`src/sv/fdes_pkg.sv`:
```
// ----------------------------------------------------------------------------
// fdes_pkg
// Shared types and constants for the FAT directory entry scanner.
// ----------------------------------------------------------------------------
package fdes_pkg;

    localparam int unsigned ENTRY_BYTES = 32;
    localparam int unsigned NAME_BYTES  = 8;
    localparam int unsigned EXT_BYTES   = 3;

    localparam logic [7:0] BYTE_END       = 8'h00;
    localparam logic [7:0] BYTE_DELETED   = 8'hE5;
    localparam logic [7:0] BYTE_DOT       = 8'h2E;
    localparam logic [7:0] BYTE_SPACE     = 8'h20;
    localparam logic [7:0] ATTR_LFN_MASK  = 8'h3F;
    localparam logic [7:0] ATTR_LFN       = 8'h0F;
    localparam logic [7:0] LFN_SEQ_MASK   = 8'h1F;

    // Byte offsets inside one directory entry.
    localparam int unsigned OFS_ATTR      = 11;
    localparam int unsigned OFS_CLUS_HI   = 20;
    localparam int unsigned OFS_TIME      = 22;
    localparam int unsigned OFS_DATE      = 24;
    localparam int unsigned OFS_CLUS_LO   = 26;
    localparam int unsigned OFS_SIZE      = 28;
    localparam int unsigned LFN_LAST_BIT  = 6;

    typedef enum logic [2:0] {
        KIND_SHORT   = 3'd0,
        KIND_DELETED = 3'd1,
        KIND_LFN     = 3'd2,
        KIND_DOT     = 3'd3,
        KIND_END     = 3'd4
    } t_kind;

    typedef logic [ENTRY_BYTES-1:0][7:0] t_entry;

    typedef struct packed {
        t_kind        entry_kind;
        logic [63:0]  short_name;
        logic [3:0]   name_length;
        logic [23:0]  extension;
        logic [1:0]   extension_length;
        logic [7:0]   attributes;
        logic [31:0]  first_cluster;
        logic [31:0]  file_size;
        logic [15:0]  modified_date;
        logic [15:0]  modified_time;
        logic [4:0]   lfn_sequence;
        logic         lfn_is_last;
    } t_result;

endpackage

```
`src/sv/fdes_decode.sv`:
```
// ----------------------------------------------------------------------------
// fdes_decode
// Classifies one complete 32-byte directory entry and extracts its fields.
// ----------------------------------------------------------------------------
module fdes_decode (
    input  fdes_pkg::t_entry  i_entry,
    output fdes_pkg::t_result o_result
);

    fdes_pkg::t_kind kind;
    logic [3:0]      name_len;
    logic [1:0]      ext_len;
    logic [7:0]      first;

    assign first = i_entry[0];

    always_comb begin
        if (first == fdes_pkg::BYTE_END) begin
            kind = fdes_pkg::KIND_END;
        end else if (first == fdes_pkg::BYTE_DELETED) begin
            kind = fdes_pkg::KIND_DELETED;
        end else if ((i_entry[fdes_pkg::OFS_ATTR] & fdes_pkg::ATTR_LFN_MASK)
                     == fdes_pkg::ATTR_LFN) begin
            kind = fdes_pkg::KIND_LFN;
        end else if (first == fdes_pkg::BYTE_DOT) begin
            kind = fdes_pkg::KIND_DOT;
        end else begin
            kind = fdes_pkg::KIND_SHORT;
        end
    end

    // Length is one past the last byte that is not a space.
    always_comb begin
        name_len = 4'd0;
        for (int i = 0; i < fdes_pkg::NAME_BYTES; i++) begin
            if (i_entry[i] != fdes_pkg::BYTE_SPACE) begin
                name_len = 4'(i + 1);
            end
        end
        ext_len = 2'd0;
        for (int i = 0; i < fdes_pkg::EXT_BYTES; i++) begin
            if (i_entry[fdes_pkg::NAME_BYTES + i] != fdes_pkg::BYTE_SPACE) begin
                ext_len = 2'(i + 1);
            end
        end
    end

    always_comb begin
        o_result.entry_kind       = kind;
        o_result.short_name       = {i_entry[7], i_entry[6], i_entry[5], i_entry[4],
                                     i_entry[3], i_entry[2], i_entry[1], i_entry[0]};
        o_result.name_length      = name_len;
        o_result.extension        = {i_entry[10], i_entry[9], i_entry[8]};
        o_result.extension_length = ext_len;
        o_result.attributes       = i_entry[fdes_pkg::OFS_ATTR];
        o_result.first_cluster    = {i_entry[fdes_pkg::OFS_CLUS_HI + 1],
                                     i_entry[fdes_pkg::OFS_CLUS_HI],
                                     i_entry[fdes_pkg::OFS_CLUS_LO + 1],
                                     i_entry[fdes_pkg::OFS_CLUS_LO]};
        o_result.file_size        = {i_entry[fdes_pkg::OFS_SIZE + 3],
                                     i_entry[fdes_pkg::OFS_SIZE + 2],
                                     i_entry[fdes_pkg::OFS_SIZE + 1],
                                     i_entry[fdes_pkg::OFS_SIZE]};
        o_result.modified_date    = {i_entry[fdes_pkg::OFS_DATE + 1],
                                     i_entry[fdes_pkg::OFS_DATE]};
        o_result.modified_time    = {i_entry[fdes_pkg::OFS_TIME + 1],
                                     i_entry[fdes_pkg::OFS_TIME]};
        if (kind == fdes_pkg::KIND_LFN) begin
            o_result.lfn_sequence = 5'(first & fdes_pkg::LFN_SEQ_MASK);
            o_result.lfn_is_last  = first[fdes_pkg::LFN_LAST_BIT];
        end else begin
            o_result.lfn_sequence = 5'd0;
            o_result.lfn_is_last  = 1'b0;
        end
    end

endmodule

```
`src/sv/fat_directory_entry_scanner.sv`:
```
// ----------------------------------------------------------------------------
// fat_directory_entry_scanner
// Collects directory bytes into 32-byte entries and reports each entry.
// ----------------------------------------------------------------------------
// The scanner takes one directory byte per cycle unless it stalls the input.
// Bytes 0 to 30 of an entry are held in a byte register bank; when byte 31
// arrives, the entry is decoded in the same cycle and the result is loaded
// into the output register, so one result leaves for every 32 bytes taken and
// appears in the cycle after the last byte of its entry. Input requests are
// stalled only when a result still waits downstream and 31 bytes of another
// entry are held, even on a restart. After an end-of-directory entry, bytes
// are taken and dropped until a request with i_restart set begins a new scan.
module fat_directory_entry_scanner (
    input  logic        i_clk,
    input  logic        i_rst_n,
    input  logic        i_valid,
    output logic        o_stall,
    input  logic [7:0]  i_data_byte,
    input  logic        i_restart,
    output logic        o_valid,
    input  logic        i_stall,
    output logic [2:0]  o_entry_kind,
    output logic [63:0] o_short_name,
    output logic [3:0]  o_name_length,
    output logic [23:0] o_extension,
    output logic [1:0]  o_extension_length,
    output logic [7:0]  o_attributes,
    output logic [31:0] o_first_cluster,
    output logic [31:0] o_file_size,
    output logic [15:0] o_modified_date,
    output logic [15:0] o_modified_time,
    output logic [4:0]  o_lfn_sequence,
    output logic        o_lfn_is_last
);

    localparam int unsigned HELD_BYTES = fdes_pkg::ENTRY_BYTES - 1;

    logic [4:0]        r_pos;
    logic              r_ended;
    logic [7:0]        r_bytes [0:HELD_BYTES-1];
    logic              r_out_valid;
    fdes_pkg::t_result r_res;

    logic [4:0]        n_pos;
    logic              n_ended;
    logic              n_out_valid;

    logic              accept_in;
    logic              take;
    logic              emit;
    logic              last_pos;
    logic [4:0]        pos_eff;
    logic              ended_eff;
    fdes_pkg::t_entry  entry;
    fdes_pkg::t_result dec_res;

    assign last_pos = (r_pos == 5'(HELD_BYTES));
    assign o_stall  = r_out_valid && i_stall && last_pos && !r_ended;

    assign accept_in = i_valid && !o_stall;
    assign pos_eff   = i_restart ? 5'd0 : r_pos;
    assign ended_eff = i_restart ? 1'b0 : r_ended;
    assign take      = accept_in && !ended_eff;
    assign emit      = take && (pos_eff == 5'(HELD_BYTES));

    always_comb begin
        for (int i = 0; i < HELD_BYTES; i++) begin
            entry[i] = r_bytes[i];
        end
        entry[HELD_BYTES] = i_data_byte;
    end

    fdes_decode u_decode (
        .i_entry  (entry),
        .o_result (dec_res)
    );

    always_comb begin
        n_pos       = r_pos;
        n_ended     = r_ended;
        n_out_valid = r_out_valid;
        if (r_out_valid && !i_stall) begin
            n_out_valid = 1'b0;
        end
        if (accept_in) begin
            n_ended = ended_eff;
            n_pos   = pos_eff;
        end
        if (take) begin
            n_pos = pos_eff + 5'd1;
        end
        if (emit) begin
            n_out_valid = 1'b1;
            n_ended     = (dec_res.entry_kind == fdes_pkg::KIND_END);
        end
    end

    always_ff @(posedge i_clk) begin
        if (!i_rst_n) begin
            r_pos       <= 5'd0;
            r_ended     <= 1'b0;
            r_out_valid <= 1'b0;
        end else begin
            r_pos       <= n_pos;
            r_ended     <= n_ended;
            r_out_valid <= n_out_valid;
        end
    end

    always_ff @(posedge i_clk) begin
        if (take && !emit) begin
            r_bytes[pos_eff] <= i_data_byte;
        end
        if (emit) begin
            r_res <= dec_res;
        end
    end

    assign o_valid            = r_out_valid;
    assign o_entry_kind       = r_res.entry_kind;
    assign o_short_name       = r_res.short_name;
    assign o_name_length      = r_res.name_length;
    assign o_extension        = r_res.extension;
    assign o_extension_length = r_res.extension_length;
    assign o_attributes       = r_res.attributes;
    assign o_first_cluster    = r_res.first_cluster;
    assign o_file_size        = r_res.file_size;
    assign o_modified_date    = r_res.modified_date;
    assign o_modified_time    = r_res.modified_time;
    assign o_lfn_sequence     = r_res.lfn_sequence;
    assign o_lfn_is_last      = r_res.lfn_is_last;

endmodule

```
`config.mk`:
```
export PLATFORM = sky130hd
export DESIGN_NAME = fat_directory_entry_scanner
export DESIGN_NICKNAME = d
export VERILOG_FILES = /design/src/sv/fdes_pkg.sv /design/src/sv/fdes_decode.sv /design/src/sv/fat_directory_entry_scanner.sv
export SDC_FILE = /design/constraint.sdc
export NUM_CORES = 1
export LEC_CHECK = 0
export BUFFER_PORTS_ARGS = -buffer_cell sky130_fd_sc_hd__clkbuf_2
export CAP_MARGIN = 5
export CORE_UTILIZATION = 38
export CTS_CLUSTER_DIAMETER = 100
export DETAILED_ROUTE_END_ITERATION = 12
export PLACE_DENSITY = 0.64
export SYNTH_ARGS = -nofsm -noshare
export SYNTH_HDL_FRONTEND = slang
export SYNTH_SLANG_ARGS = --single-unit
```
`constraint.sdc`:
```
create_clock -name i_clk -period 15.6 [get_ports i_clk]
set_input_delay 3.12 -clock i_clk [delete_from_list [all_inputs] [get_ports i_clk]]
set_output_delay 3.12 -clock i_clk [all_outputs]
set_load 0.005 [all_outputs]
```
==> summary.txt, run 1 <==
Path type of the worst setup path -> input pin to output pin
I/O pin cnt -> 222
Worst path bufs/invs -> 2
Hold Worst Slack -> 0.4129 ns
Cell Chain, Critical Path -> clkbuf_2 -> nand4_1 -> nor2_1 -> clkbuf_2
Critical Path Source Type -> input pin
Min-Delay Path Depth -> 0
Most frequent cells in the layout -> edfxtp_1, clkbuf_2, clkbuf_16
Leak pwr -> 5.411 nW
CTS tree -> built
Max-slew violation count -> 0
Mapped Cells -> 544
RSZ-0062 raised after global routing -> no
CTS sink cnt -> 398
Routed Antenna Nets -> 0
GRT Util Overall -> 0.1478
Outcome -> completed
Mapped Avg Cell Area -> 23.45 sq um
Relative max-transition margin -> 0.3698
Post-CTS setup repair buffer count -> 0
Metal-1 WL -> 11,320 um
CTS clk-pin slew, worst paths -> 0.06 ns
Number of global-route vias before repair -> 5,766
Hold_buf cts -> 0
Clock latency on the worst-skew pair -> 0.52 ns
HP Class -> flop to flop
MaxCap Viol Count -> 0
Final hold vios -> 0
Max VDD drop -> 84.45 uV
CTS resizes -> 0
CP dominant cell by count -> clkbuf_2
Fin crit share -> 0.4422
Worst Tran Pin Value -> 0.9453 ns
First drt pass iteration count -> 5
GP Congestion -> 0.7966
Wire length of the first global-routing pass -> 36,400 um
I/O Buffers -> 221
Inserted Clock Buffers -> 40
Worst path required time -> 12.48 ns
CORE AREA -> 0.03278 sq mm
Worst EP arrival -> 3.78 ns
DP Wirelength -> 15,570 um
Yosys reg bits -> 398
H-tree lvl count -> 2
Die height -> 185.2 um
Crit path max-delay family -> simple AND/OR/NAND/NOR gates
Max clock buf depth -> 3
Crit end category -> output pin
Max Used Layer -> met4
Root Buffer -> clkbuf_16
Final net count -> 827
Net Count, Synth -> 562
Largest net degree at the start of global routing -> 79
Worst-case reg-to-reg path depth -> 8
P per Cell Area -> 134.5 mW/mm^2
Die X -> 185.2 um
Worst-path maximum fanout -> 5
Initial antenna violation count -> 0
Initial DRC count -> 409
Wirelength per Cell -> 19.84 um
Metal2 WL -> 12,110 um
Synthesized cell area -> 0.01275 sq mm
WL final -> 25,410 um
Commonest non-fill, non-tap cell in the layout -> edfxtp_1
Post-synthesis cell type count -> 40
Area Growth Syn to Fin -> 23.21%
Share of cells above drive strength 1 -> 0.3337
Synth warnings -> 0
Minimum clock period -> 6.899 ns
Std cell rows -> 66
Final setup TNS -> 0 ns
GRT overflow -> 0
Final setup vio count -> 0
Via count -> 5,957
Final Skew -> 0.01821 ns
Initial Util -> 0.3891
Number of antenna diodes -> 0
Post-synthesis sequential area ratio -> 0.9315
Met3 Routed Length -> 1497 um
Worst stage delay on the critical path -> 0.22 ns
Fmax -> 0.1450 GHz
DR vias/cell -> 4.650
CP max-delay cell -> nand4_1
Die ar. -> 0.03430 sq mm
# DRC -> 0
Levels on crit path -> 4
-- worst register-to-register path: stages, from the launching register on --
cell and delay (ns):
dfxtp_1 0.35, nor2b_1 0.25, ha_1 0.26, and4b_1 0.20
ha_1 0.18, inv_1 0.09, nor2_4 0.11, buf_4 0.62
buf_4 0.91
-- flip-flops by register name, summed over array words and instances (netlist names), 8 cells and up --
register / flops
r_bytes: 184
o_short_name: 64
o_file_size: 32
o_first_cluster: 32
o_extension: 24
o_modified_date: 16
o_modified_time: 16
o_attributes: 8
-- kinds of logic (layout without fill, tap and decap cells) --
family	after synthesis	count (layout)	synth area share
and+or+nand+nor	110	110	0.04729
AOI/OAI and AO/OA	23	23	0.01295
muxes	2	2	0.001570
buffers and inverters	6	301	0.001766
DFF	398	398	0.9315
adders and majority gates	5	5	0.004905
-- path summary, 6_finish.rpt --
check | startpoint | to | slack, ns
setup / recovery | i_stall | o_stall | 8.70
hold / removal | r_bytes[30][2] | o_file_size[18] | 0.41
setup reg to reg | r_pos[0] | o_file_size[17] | 12.19
hold reg to reg | r_bytes[30][2] | o_file_size[18] | 0.41
-- cells in the mapped netlist --
cell type	n	area share
nor2b_1	8	0.0039
a21boi_0	1	0.00059
o211ai_1	3	0.0018
o21ai_1	1	0.00039
and4b_1	2	0.0016
nand3_1	4	0.0016
mux2i_1	2	0.0016
or3_1	1	0.00049
o211ai_2	1	0.00098
nor4b_1	9	0.0062
or2_0	1	0.00049
a21o_1	1	0.00059
dfxtp_1	7	0.011
and4_1	1	0.00069
o311a_1	2	0.0016
a21oi_1	5	0.0020
or3b_1	1	0.00069
and2_1	6	0.0029
o21ai_0	2	0.00078
inv_1	5	0.0015
nand2b_1	2	0.00098
or4b_4	1	0.0011
nor3_1	3	0.0012
a32oi_1	1	0.00069
nand2_1	21	0.0062
nand3b_1	1	0.00059
nor4_1	10	0.0049
nand4_1	3	0.0015
nand4b_1	2	0.0014
o2111a_1	1	0.00088
ha_1	5	0.0049
clkbuf_1	1	0.00029
a2bb2oi_1	1	0.00069
o21a_1	1	0.00059
edfxtp_1	391	0.92
o22ai_1	1	0.00049
nor2_1	32	0.0094
a31oi_1	2	0.00098
nor3b_1	1	0.00059
nor4_2	1	0.00098
-- metal layers --
metal / track usage / vias up
met4: 0.03835 / 0
li1: - / 2711
met2: 0.2352 / 198
met3: 0.03500 / 37
met1: 0.2045 / 3011
met5: 0 / -
-- where the power goes --
| group | internal (mW) | leakage (nW) | switching, mW |
|---|---|---|---|
| clock network | 0.549 | 0.620 | 0.374 |
| logic | 0.00305 | 1.20 | 0.0171 |
| registers | 1.17 | 3.59 | 0.00237 |
-- layout make-up --
| type | instances | area, sq um |
|---|---|---|
| fillers | 2708 | 17070 |
| flip-flops and latches | 398 | 11880 |
| repair buffers | 224 | 1129 |
| clock buffers | 57 | 1117 |
| multi-input cells | 140 | 858.3 |
| well taps | 442 | 553.0 |
| clock inverters | 15 | 157.7 |
| inverters | 5 | 18.77 |
-- per-stage QoR --
step                      instances  instance area (sq um)    util  power [mW]  setup slack, ns
after detailed placement       1209                  14440  0.4405       1.214            8.722
after global routing           1281                  15720  0.4794       2.179            8.674
final                          1281                  15720  0.4794       2.114            8.701
after CTS                      1281                  15720  0.4794       2.138            8.718
after floorplan                 544                  12750       -       1.197            2.188
after global placement         1209                  14440  0.4405       1.214            8.710
(Power assumes the default switching activity.)
==> run 2: changes to the inputs <==
- clock period: 15.6 -> 7.2 ns (I/O delays scaled with it)
==> run 2 against run 1 <==
Against the previous run: setup slack got worse by 5.2 ns; die area unchanged; register-to-register slack worse by 7.9 ns; hold slack barely moved; wire length increased by 1.0%; sequential cell count unchanged; global-route usage rose by 0.14 points; core utilization shrank 0.31 points; total power rose by 110%; sequential share of layout area is 0.49 points higher; via count grew 0.79%.
==> summary.txt, run 2 (synthesis results as in run 1) <==
RSZ-0062 raised after global routing -> no
Largest net degree at the start of global routing -> 84
HP Start -> r_bytes[29][6]
Worst EP arrival -> 3.80 ns
# DRC -> 0
CP dominant cell by count -> ha_1
Clock latency on the worst-skew pair -> 0.51 ns
Outcome -> completed
Relative max-transition margin -> 0.3055
Max VDD drop -> 146.7 uV
Final setup TNS -> 0 ns
Worst-path maximum fanout -> 12
Worst R2R Start -> r_pos[1]
Die X -> 185.2 um
Number of global-route vias before repair -> 5,838
Final net count -> 826
Placed cell count -> 1,209
HP Class -> flop to flop
Minimum clock period -> 3.671 ns
CP max-delay cell -> nor2_1
Crit path max-delay family -> simple AND/OR/NAND/NOR gates
Worst path bufs/invs -> 2
CTS tree -> built
Wire length of the first global-routing pass -> 36,780 um
Max-slew violation count -> 0
Initial antenna violation count -> 0
DP Wirelength -> 16,170 um
H-tree lvl count -> 2
P per Cell Area -> 283.8 mW/mm^2
Final non-filler cell total -> 1,279
Commonest non-fill, non-tap cell in the layout -> edfxtp_1
Hold_buf cts -> 0
Via count -> 6,004
Std cell rows -> 66
Fmax -> 0.2724 GHz
GRT Util Overall -> 0.1492
Fin crit share -> 0.5099
GRT overflow -> 0
Worst stage delay on the critical path -> 0.69 ns
Root Buffer -> clkbuf_16
Final Skew -> 0.01268 ns
CTS resizes -> 0
Leak pwr -> 5.363 nW
WL final -> 25,660 um
Cell Chain, Critical Path -> clkbuf_2 -> nor2b_1 -> ha_1 -> and4b_1 -> ha_1 -> inv_1 -> o2111a_1 -> nand2_1 -> nor2_1
CTS clk-pin slew, worst paths -> 0.06 ns
Worst Setup SP -> i_restart
MaxCap Viol Count -> 0
Most frequent cells in the layout -> edfxtp_1, clkbuf_2, clkbuf_16
Largest reg by FF count -> r_bytes
Final setup vio count -> 0
Final hold vios -> 0
Inserted Clock Buffers -> 39
Initial DRC count -> 470
Area Growth Syn to Fin -> 22.41%
Initial Util -> 0.3891
Post-CTS setup repair buffer count -> 0
Share of cells above drive strength 1 -> 0.3333
I/O Buffers -> 221
Wirelength per Cell -> 20.06 um
CTS sink cnt -> 398
Worst Tran Pin Value -> 1.042 ns
Crit end category -> flop
First drt pass iteration count -> 5
Path type of the worst setup path -> input pin to flop
Critical Path Source Type -> input pin
Routed Antenna Nets -> 0
Max clock buf depth -> 3
CORE AREA -> 0.03278 sq mm
DR vias/cell -> 4.694
I/O pin cnt -> 222
Die height -> 185.2 um
Die ar. -> 0.03430 sq mm
Number of antenna diodes -> 0
GP Congestion -> 0.7435
Worst path required time -> 7.33 ns
Largest register FFs -> 184
==> run 2: where the power goes <==
part / internal (mW) / switching (mW)
logic: 0.00663 / 0.0350
clock network: 1.06 / 0.793
registers: 2.53 / 0.00556
total: 3.60 / 0.834
==> run 2: worst paths after layout <==
kind                endpoint  slack [ns]  cells past startpoint
max reg2reg   r_bytes[11][4]        4.31                      8
min          o_file_size[14]        0.41                      0
min reg2reg  o_file_size[14]        0.41                      0
max           r_bytes[11][4]        3.53                      9
==> run 2: metal layers <==
layer / track usage / vias up / wire [um]
li1: - / 2713 / -
met1: 0.2063 / 3027 / 11100
met2: 0.2423 / 231 / 12290
met3: 0.03244 / 33 / 1917
met4: 0.03372 / 0 / 357
met5: 0 / - / 0
==> run 2: metrics by stage <==
stage          setup slack (ns)  hold WS, ns  utilization  total power, mW  area (sq um)
2_1_floorplan             1.287       0.4003            -            2.593         12760
3_3_place_gp              3.079       0.4028       0.4405            2.629         14440
3_5_place_dp              3.038       0.4045       0.4405            2.630         14440
4_1_cts                   3.551       0.4194       0.4763            4.475         15610
5_1_grt                   3.385       0.4231       0.4763            4.571         15610
6_report                  3.529       0.4132       0.4763            4.431         15610
==> run 2: layout make-up <==
cell class	instances	area (sq um)
Clock inverter	20	135.1
Fill cell	2714	17170
Multi-Input combinational cell	140	858.3
Clock buffer	50	1039
Sequential cell	398	11880
Inverter	5	18.77
Tap cell	442	553.0
Timing Repair Buffer	224	1129
